**src/rtl/fqs_pkg.sv**
```systemverilog
// Package: sizes, codes, state encoding and helpers of the searchable FIFO queue.
`timescale 1ns / 1ps

package fqs_pkg;

  localparam int DEPTH       = 16;
  localparam int VALUE_WIDTH = 32;
  localparam int PTR_W       = (DEPTH > 1) ? $clog2(DEPTH) : 1;
  localparam int CNT_W       = $clog2(DEPTH + 1);

  typedef logic signed [VALUE_WIDTH-1:0] value_t;
  typedef logic        [PTR_W-1:0]       ptr_t;
  typedef logic        [CNT_W-1:0]       cnt_t;

  typedef enum logic [1:0] {
    OP_PUSH   = 2'd0,
    OP_POP    = 2'd1,
    OP_SEARCH = 2'd2
  } op_t;

  typedef enum logic [1:0] {
    STAT_OK        = 2'd0,
    STAT_EMPTY     = 2'd1,
    STAT_FULL      = 2'd2,
    STAT_NOT_FOUND = 2'd3
  } status_t;

  typedef enum logic [2:0] {
    S_IDLE,
    S_EXEC,
    S_POPRD,
    S_SCAN,
    S_HOLD
  } state_t;

  // Circular pointer advance; works for any depth, not only powers of two.
  function automatic ptr_t next_ptr(input ptr_t p);
    ptr_t r;
    if (p == ptr_t'(DEPTH - 1)) begin
      r = '0;
    end else begin
      r = p + ptr_t'(1);
    end
    return r;
  endfunction

endpackage

```
**src/rtl/fqs_if.sv**
```systemverilog
// Interfaces: request and response channels of the searchable FIFO queue.
`timescale 1ns / 1ps

interface fqs_req_if;
  logic               valid;
  logic               ready;
  logic        [1:0]  op;
  logic signed [31:0] operand_value;

  modport source (output valid, output op, output operand_value, input ready);
  modport sink   (input valid, input op, input operand_value, output ready);
endinterface

interface fqs_rsp_if;
  logic               valid;
  logic               ready;
  logic        [1:0]  status;
  logic signed [31:0] popped_value;
  logic               found;
  logic        [3:0]  found_position;
  logic        [4:0]  entry_count;
  logic signed [31:0] min_value;
  logic signed [31:0] max_value;

  modport source (output valid, output status, output popped_value, output found,
                  output found_position, output entry_count, output min_value,
                  output max_value, input ready);
  modport sink   (input valid, input status, input popped_value, input found,
                  input found_position, input entry_count, input min_value,
                  input max_value, output ready);
endinterface

```
**src/rtl/fifo_queue_search_min_max.sv**
```systemverilog
// Top level: bounded FIFO queue with push, pop, key search and min/max report.
//
//   channel | direction | payload
//   --------+-----------+-------------------------------------------------------
//   req     | in        | op, operand_value
//   rsp     | out       | status, popped_value, found, found_position,
//           |           | entry_count, min_value, max_value
//
// One item is handled at a time. An item passes through an execute state, a pop
// read state for a pop that removes an entry, and a walk that reads every entry
// left after the operation, one entry per cycle, through the single read port of
// the entry memory, and then a hold state that loads the result; the next item is
// taken back in the idle state. When the queue is empty after the operation there
// is nothing to read and the walk closes at once.
// Reset clears the pointers, the count and all handshake state; the memory
// contents are not cleared, since no entry is read before it has been written.
// A result waits in the output register while the next item is already taken
// and worked on; only the final load waits for the output register to drain.
`timescale 1ns / 1ps

module fifo_queue_search_min_max
  import fqs_pkg::*;
(
  input  logic      clk,
  input  logic      rst,
  fqs_req_if.sink   req,
  fqs_rsp_if.source rsp
);

  // Entry memory, one write and one registered read port.
  value_t mem [DEPTH];
  value_t rd_data;
  ptr_t   rd_addr;
  logic   mem_we;

  state_t state, state_next;

  // Item context.
  logic [1:0] cur_op;
  value_t     key;

  // Queue pointers and fill count.
  ptr_t head;
  ptr_t tail;
  cnt_t count;

  // Walk over the stored entries.
  ptr_t scan_ptr;
  cnt_t issue_cnt;
  cnt_t proc_cnt;
  logic rd_vld;
  logic issue_more;

  // Result being built.
  status_t status;
  value_t  popped;
  logic    found;
  ptr_t    found_pos;
  value_t  min_val;
  value_t  max_val;

  // Output register.
  logic              out_valid;
  logic              load_out;
  status_t           out_status;
  logic signed [31:0] out_popped;
  logic              out_found;
  logic [3:0]        out_pos;
  logic [4:0]        out_count;
  logic signed [31:0] out_min;
  logic signed [31:0] out_max;

  logic full;
  logic empty;

  assign full       = (count == cnt_t'(DEPTH));
  assign empty      = (count == '0);
  assign issue_more = (issue_cnt < count);

  // Next state.
  always_comb begin
    state_next = state;
    case (state)
      S_IDLE: begin
        if (req.valid) begin
          state_next = S_EXEC;
        end
      end
      S_EXEC: begin
        if ((cur_op == OP_POP) && !empty) begin
          state_next = S_POPRD;
        end else begin
          state_next = S_SCAN;
        end
      end
      S_POPRD: begin
        state_next = S_SCAN;
      end
      S_SCAN: begin
        if (!rd_vld && (proc_cnt == count)) begin
          state_next = S_HOLD;
        end
      end
      S_HOLD: begin
        if (!out_valid || rsp.ready) begin
          state_next = S_IDLE;
        end
      end
      default: begin
        state_next = S_IDLE;
      end
    endcase
  end

  // Control outputs of the sequencer.
  always_comb begin
    req.ready = 1'b0;
    mem_we    = 1'b0;
    load_out  = 1'b0;
    rd_addr   = head;
    case (state)
      S_IDLE: begin
        req.ready = 1'b1;
      end
      S_EXEC: begin
        mem_we = (cur_op == OP_PUSH) && !full;
      end
      S_SCAN: begin
        rd_addr = scan_ptr;
      end
      S_HOLD: begin
        load_out = !out_valid || rsp.ready;
      end
      default: begin
        rd_addr = head;
      end
    endcase
  end

  always_ff @(posedge clk) begin
    if (mem_we) begin
      mem[tail] <= key;
    end
    rd_data <= mem[rd_addr];
  end

  always_ff @(posedge clk) begin
    if (rst) begin
      state <= S_IDLE;
    end else begin
      state <= state_next;
    end
  end

  // Pointers, count and walk control.
  always_ff @(posedge clk) begin
    if (rst) begin
      head      <= '0;
      tail      <= '0;
      count     <= '0;
      rd_vld    <= 1'b0;
      issue_cnt <= '0;
      proc_cnt  <= '0;
    end else begin
      case (state)
        S_EXEC: begin
          issue_cnt <= '0;
          proc_cnt  <= '0;
          rd_vld    <= 1'b0;
          if ((cur_op == OP_PUSH) && !full) begin
            tail  <= next_ptr(tail);
            count <= count + cnt_t'(1);
          end else if ((cur_op == OP_POP) && !empty) begin
            head  <= next_ptr(head);
            count <= count - cnt_t'(1);
          end
        end
        S_SCAN: begin
          rd_vld <= issue_more;
          if (issue_more) begin
            issue_cnt <= issue_cnt + cnt_t'(1);
          end
          if (rd_vld) begin
            proc_cnt <= proc_cnt + cnt_t'(1);
          end
        end
        default: begin
          rd_vld <= 1'b0;
        end
      endcase
    end
  end

  // Item capture and result building.
  always_ff @(posedge clk) begin
    case (state)
      S_IDLE: begin
        if (req.valid) begin
          cur_op <= req.op;
          key    <= value_t'(req.operand_value);
        end
      end
      S_EXEC: begin
        popped    <= '0;
        found     <= 1'b0;
        found_pos <= '0;
        min_val   <= '0;
        max_val   <= '0;
        // The walk starts at the head as it stands after this operation.
        if ((cur_op == OP_POP) && !empty) begin
          scan_ptr <= next_ptr(head);
        end else begin
          scan_ptr <= head;
        end
        if ((cur_op == OP_PUSH) && full) begin
          status <= STAT_FULL;
        end else if (((cur_op == OP_POP) || (cur_op == OP_SEARCH)) && empty) begin
          status <= STAT_EMPTY;
        end else if (cur_op == OP_SEARCH) begin
          status <= STAT_NOT_FOUND;
        end else begin
          status <= STAT_OK;
        end
      end
      S_POPRD: begin
        popped <= rd_data;
      end
      S_SCAN: begin
        if (issue_more) begin
          scan_ptr <= next_ptr(scan_ptr);
        end
        if (rd_vld) begin
          if ((proc_cnt == '0) || (rd_data < min_val)) begin
            min_val <= rd_data;
          end
          if ((proc_cnt == '0) || (rd_data > max_val)) begin
            max_val <= rd_data;
          end
          // Only the first match from the head counts.
          if ((cur_op == OP_SEARCH) && !found && (rd_data == key)) begin
            found     <= 1'b1;
            found_pos <= ptr_t'(proc_cnt);
            status    <= STAT_OK;
          end
        end
      end
      default: begin
        status <= status;
      end
    endcase
  end

  // Output register.
  always_ff @(posedge clk) begin
    if (rst) begin
      out_valid <= 1'b0;
    end else if (load_out) begin
      out_valid <= 1'b1;
    end else if (rsp.ready) begin
      out_valid <= 1'b0;
    end
  end

  always_ff @(posedge clk) begin
    if (load_out) begin
      out_status <= status;
      out_popped <= 32'(popped);
      out_found  <= found;
      out_pos    <= 4'(found_pos);
      out_count  <= 5'(count);
      out_min    <= 32'(min_val);
      out_max    <= 32'(max_val);
    end
  end

  assign rsp.valid          = out_valid;
  assign rsp.status         = out_status;
  assign rsp.popped_value   = out_popped;
  assign rsp.found          = out_found;
  assign rsp.found_position = out_pos;
  assign rsp.entry_count    = out_count;
  assign rsp.min_value      = out_min;
  assign rsp.max_value      = out_max;

endmodule

```
**src/flat_wrapper.sv**
```systemverilog
// flat-port wrapper written by rule: the top's interface ports become plain ports
module fifo_queue_search_min_max_flat import fqs_pkg::*;
  (clk, rst, req_valid, req_op, req_operand_value, req_ready, rsp_valid, rsp_status, rsp_popped_value, rsp_found, rsp_found_position, rsp_entry_count, rsp_min_value, rsp_max_value, rsp_ready);
  fqs_req_if req_i ();
  fqs_rsp_if rsp_i ();
  input  logic clk;
  input  logic rst;
  input wire logic [$bits(req_i.valid)-1:0] req_valid;
  input wire logic [$bits(req_i.op)-1:0] req_op;
  input wire logic [$bits(req_i.operand_value)-1:0] req_operand_value;
  output wire logic [$bits(req_i.ready)-1:0] req_ready;
  output wire logic [$bits(rsp_i.valid)-1:0] rsp_valid;
  output wire logic [$bits(rsp_i.status)-1:0] rsp_status;
  output wire logic [$bits(rsp_i.popped_value)-1:0] rsp_popped_value;
  output wire logic [$bits(rsp_i.found)-1:0] rsp_found;
  output wire logic [$bits(rsp_i.found_position)-1:0] rsp_found_position;
  output wire logic [$bits(rsp_i.entry_count)-1:0] rsp_entry_count;
  output wire logic [$bits(rsp_i.min_value)-1:0] rsp_min_value;
  output wire logic [$bits(rsp_i.max_value)-1:0] rsp_max_value;
  input wire logic [$bits(rsp_i.ready)-1:0] rsp_ready;
  assign req_i.valid = req_valid;
  assign req_i.op = req_op;
  assign req_i.operand_value = req_operand_value;
  assign req_ready = req_i.ready;
  assign rsp_valid = rsp_i.valid;
  assign rsp_status = rsp_i.status;
  assign rsp_popped_value = rsp_i.popped_value;
  assign rsp_found = rsp_i.found;
  assign rsp_found_position = rsp_i.found_position;
  assign rsp_entry_count = rsp_i.entry_count;
  assign rsp_min_value = rsp_i.min_value;
  assign rsp_max_value = rsp_i.max_value;
  assign rsp_i.ready = rsp_ready;
  fifo_queue_search_min_max u_core (.clk(clk), .rst(rst), .req(req_i), .rsp(rsp_i));
endmodule
```
**config.mk**
```make
export PLATFORM = sky130hd
export DESIGN_NAME = fifo_queue_search_min_max_flat
export DESIGN_NICKNAME = d
export VERILOG_FILES = /design/src/rtl/fqs_pkg.sv /design/src/rtl/fqs_if.sv /design/src/rtl/fifo_queue_search_min_max.sv /design/src/flat_wrapper.sv
export SDC_FILE = /design/constraint.sdc
export NUM_CORES = 1
export LEC_CHECK = 0
export BUFFER_PORTS_ARGS = -buffer_cell sky130_fd_sc_hd__buf_4
export CORE_ASPECT_RATIO = 1.75
export CORE_MARGIN = 3
export CORE_UTILIZATION = 55
export DETAILED_ROUTE_END_ITERATION = 10
export GPL_TIMING_DRIVEN = 0
export PLACE_DENSITY = 0.8
export SLEW_MARGIN = 10
export SYNTH_ARGS = -nofsm -noshare
export SYNTH_HDL_FRONTEND = slang
export SYNTH_SLANG_ARGS = --single-unit
```
**constraint.sdc**
```tcl
create_clock -name clk -period 4.6 [get_ports clk]
set_clock_uncertainty 0.15 [all_clocks]
set_input_delay 0.92 -clock clk [delete_from_list [all_inputs] [get_ports clk]]
set_output_delay 0.92 -clock clk [all_outputs]
set_load 0.01 [all_outputs]
```
==> results.md <==
| Group | Result | Value |
|:---|:---|:---|
| timing | RSZ-0062 raised after global routing | false |
| cts | Clk sink count | 821 |
| final layout | Final core occ | 0.646 |
| routing | Remaining antenna violation count | 0 |
| global routing | Antenna violations before repair | 0 |
| setup path | WS Path Type | reg2reg |
| setup path | Worst EP required | 4.76 ns |
| floorplanning | Top Ports | 148 |
| routing | Post-route DRC | 0 |
| cts | H-tree depth reported by CTS | 3 |
| setup path | Category of the worst setup path capture point | flip-flop |
| placed design | Routability congestion estimate | 0.894 |
| cts | TritonCTS clock tree | done |
| floorplanning | Overall die area | 60400 sq um |
| cts | Clock Root Buffer | clkbuf_16 |
| timing | Setup TNS | 0 ns |
| floorplanning | X dimension of the die | 187 um |
| setup path | Worst-path maximum fanout | 16 |
| synth | Number of enable flip-flop cells after synthesis | 761 |
| power | Largest vdd supply drop | 0.263 mV |
| global routing | First-pass GRT wire length | 105000 um |
| floorplanning | Num rows | 115 |
| min path | Worst Hold Class | reg2reg |
| cts | Clock latency on the worst-skew pair | 0.62 ns |
| final layout | Area added between synthesis and finish | 15.7% |
| timing | Setup-violating endpoint count in the final report | 0 |
| synth | Mapped cell area | 31600 sq um |
| timing | Hold violation count in the final report | 0 |
| synth | Synthesized netlist cell count | 1673 |
| timing | Shortest period the worst path allows | 3.69 ns |
| routing | Routed via count divided by cell count | 6.01 |
| cts | Post-CTS clock slew at the launch and capture registers of the worst setup and hold paths | 0.07 ns |
| timing | Slew at the pin with the worst max-slew slack | 1.10 ns |
| timing | Number of max-slew violations in the final report | 0 |
| timing | Post-route clock period utilization | 0.802 |
| synth | Share of the synthesized area in the top cell type | 0.724 |
| cts | Maximum count of clock buffers along a single path | 3 |
| cts | CTS-repair resized insts | 0 |
| global routing | Gr usage total | 0.235 |
| placed design | DP Worst Slack | 0.911 ns |
| synth | Register bit count reported by yosys | 821 |
| routing | Routed length per placed instance | 25.7 um |
| synth | Distinct cell type count after synthesis | 53 |
| synth | Synthesized Nets | 1794 |
| power | Standby leakage power | 12.7 nW |
| setup path | Slowest Stage Delay on Critical Path | 0.53 ns |
| cts | Post-CTS setup buffers | 0 |
| setup path | Crit path top cell by count | buf_8 |
| synth | List of most frequent post-synthesis cells | edfxtp_1 (761), mux4_2 (128), ha_1 (82) |
| global routing | Global-route congestion overflow total | 0 |
| routing | First-pass iteration count of the detailed router | 5 |
| routing | Final Routed Wirelength | 70300 um |
| routing | DRC violation total after the first TritonRoute iteration | 1485 |
| floorplanning | Placeable Area | 56500 sq um |
| setup path | Setup crit start kind | flip-flop |
| job | Number of violations of the max-capacitance limit | 0 |
| placed design | Placed inst area | 34200 sq um |
| floorplanning | Die Y-Extent | 323 um |
| timing | Maximum clock frequency | 271 MHz |
| final layout | Share of post-route cells with drive strength above 1 | 0.234 |
| final layout | Number of filler instances in the final layout | 3618 |
| global routing | Vias in the first global route | 17400 |
| setup path | Slowest stage cell, crit path | dfxtp_1 |
| synth | Top-count cell post-synth | edfxtp_1 |
| synth | Synth top area cells | edfxtp_1 (72%), mux4_2 (9.1%), dfxtp_1 (3.8%) |
| timing | Slack of the critical path | 0.911 ns |
| run status | Result of the run | complete, no violations |
| synth | Post-synthesis cell type with the largest combined area | edfxtp_1 |
| setup path | Cell-by-cell trace of the critical path | ha_1, and3_1, a221o_1, a221oi_1, o211ai_1, a32o_1, nor3_4, buf_8, buf_8 |
| synth | Share of async-settable or async-resettable flops after synthesis | 0 |
| synth | Share of the yosys chip area belonging to registers | 0.762 |
| final layout | Final standard cell area without fillers | 36600 sq um |
| final layout | Final Net Count | 2043 |
| routing | Via Count | 16500 |
| setup path | Worst Path Arrival | 3.85 ns |
| cts | Hold buffers post-CTS | 0 |
| placed design | Count of buffers from port buffering | 147 |
| synth | Average instance area after synthesis | 18.9 sq um |
| synth | Synth warnings | 0 |
| final layout | Antenna diode count | 0 |
| placed design | Detailed placer's ending HPWL | 48100 um |
| timing | Worst-case headroom to the max-slew limit | 0.259 |
| cts | TritonCTS Buffers | 67 |
| synth | Most used DFF post-synth | edfxtp_1 |
| global routing | Largest net degree at the start of global routing | 73 |
| power | Power density relative to cell area | 503 nW/um^2 |
| floorplanning | Initial standard-cell utilization of the core | 0.558 |
final timing paths:
path / from / to / slack [ns] / cells past startpoint
worst max-delay path: u_core.rd_data[19] / u_core.min_val[23] / 0.91 / 9
worst min register to register: u_core.popped[6] / u_core.rsp.popped_value[6] / 0.27 / 0
worst max register to register: u_core.rd_data[19] / u_core.min_val[23] / 0.91 / 9
worst min-delay path: u_core.popped[6] / u_core.rsp.popped_value[6] / 0.27 / 0
kinds of logic after synthesis:
| family | share of synthesized area |
|---|---|
| xor gates and xnor gates | 0.0144 |
| buffers and inverters | 0.0166 |
| adders and majority gates | 0.0331 |
| muxes | 0.0939 |
| DFF | 0.762 |
| AOI/OAI and AO/OA | 0.0365 |
| and+or+nand+nor | 0.0438 |
worst max-delay path, delay by kind of cell, from the launching register on:
family | cells | cell delay (ns)
adder cells (fa/ha/maj) | 1 | 0.31
buffers and inverters | 2 | 0.41
AO/OA/AOI/OAI | 4 | 1.38
flip-flops | 1 | 0.53
AND/OR/NAND/NOR | 2 | 0.56
cell type report:
type	count	area [sq um]	area share
multi-input combinational	719	7130	0.195
sequential	821	24100	0.658
timing repair buffer	180	1590	0.0434
clock buffer	79	1770	0.0485
tap	760	951	0.0260
clock inverter	44	528	0.0144
buffer	56	236	0.00647
inverter	77	289	0.00791
power by group:
part           switching [mW]  internal, mW  total (mW)
registers               0.655          8.94        9.59
logic                    1.66          1.18        2.84
clock network            2.60          3.36        5.96
sequential cells by signal, indices dropped and copies added (netlist names), 5 cells and up:
| name | flops |
|---|---|
| u_core.rsp.max_value | 32 |
| u_core.count | 5 |
| u_core.rd_data | 32 |
| u_core.popped | 32 |
| u_core.rsp.min_value | 32 |
| u_core.proc_cnt | 5 |
| u_core.issue_cnt | 5 |
| u_core.mem | 512 |
| u_core.rsp.entry_count | 5 |
| u_core.rsp.popped_value | 32 |
| u_core.min_val | 32 |
| u_core.key | 32 |
| u_core.max_val | 32 |
placed cells by master (no fill, tap or decap), drive strengths merged, types with 16 or more instances in the layout:
cell type	count
a21oi	46
a22oi	64
and2	67
buf	204
clkbuf	111
clkinv	22
dfxtp	60
edfxtp	761
ha	82
inv	83
mux4	128
nand2	75
nand3	16
nor2	58
xnor2	29
xor2	23
layer usage:
| layer | part of all wire | vias up | track usage |
|---|---|---|---|
| li1 | - | 7087 | - |
| met1 | 0.33 | 8352 | 0.254 |
| met5 | 0 | - | 0 |
| met2 | 0.54 | 773 | 0.432 |
| met3 | 0.063 | 243 | 0.0362 |
| met4 | 0.062 | 0 | 0.145 |
metrics by stage:
step	instances	power (mW)	hold slack, ns
floorplan	1673	11.3	0.250
global placement	2580	12.4	0.253
detailed placement	2613	12.5	0.255
CTS	2736	18.4	0.269
global route	2736	19.1	0.270
finish	2736	18.4	0.265
Note: power is estimated with default switching activity, not from simulation.
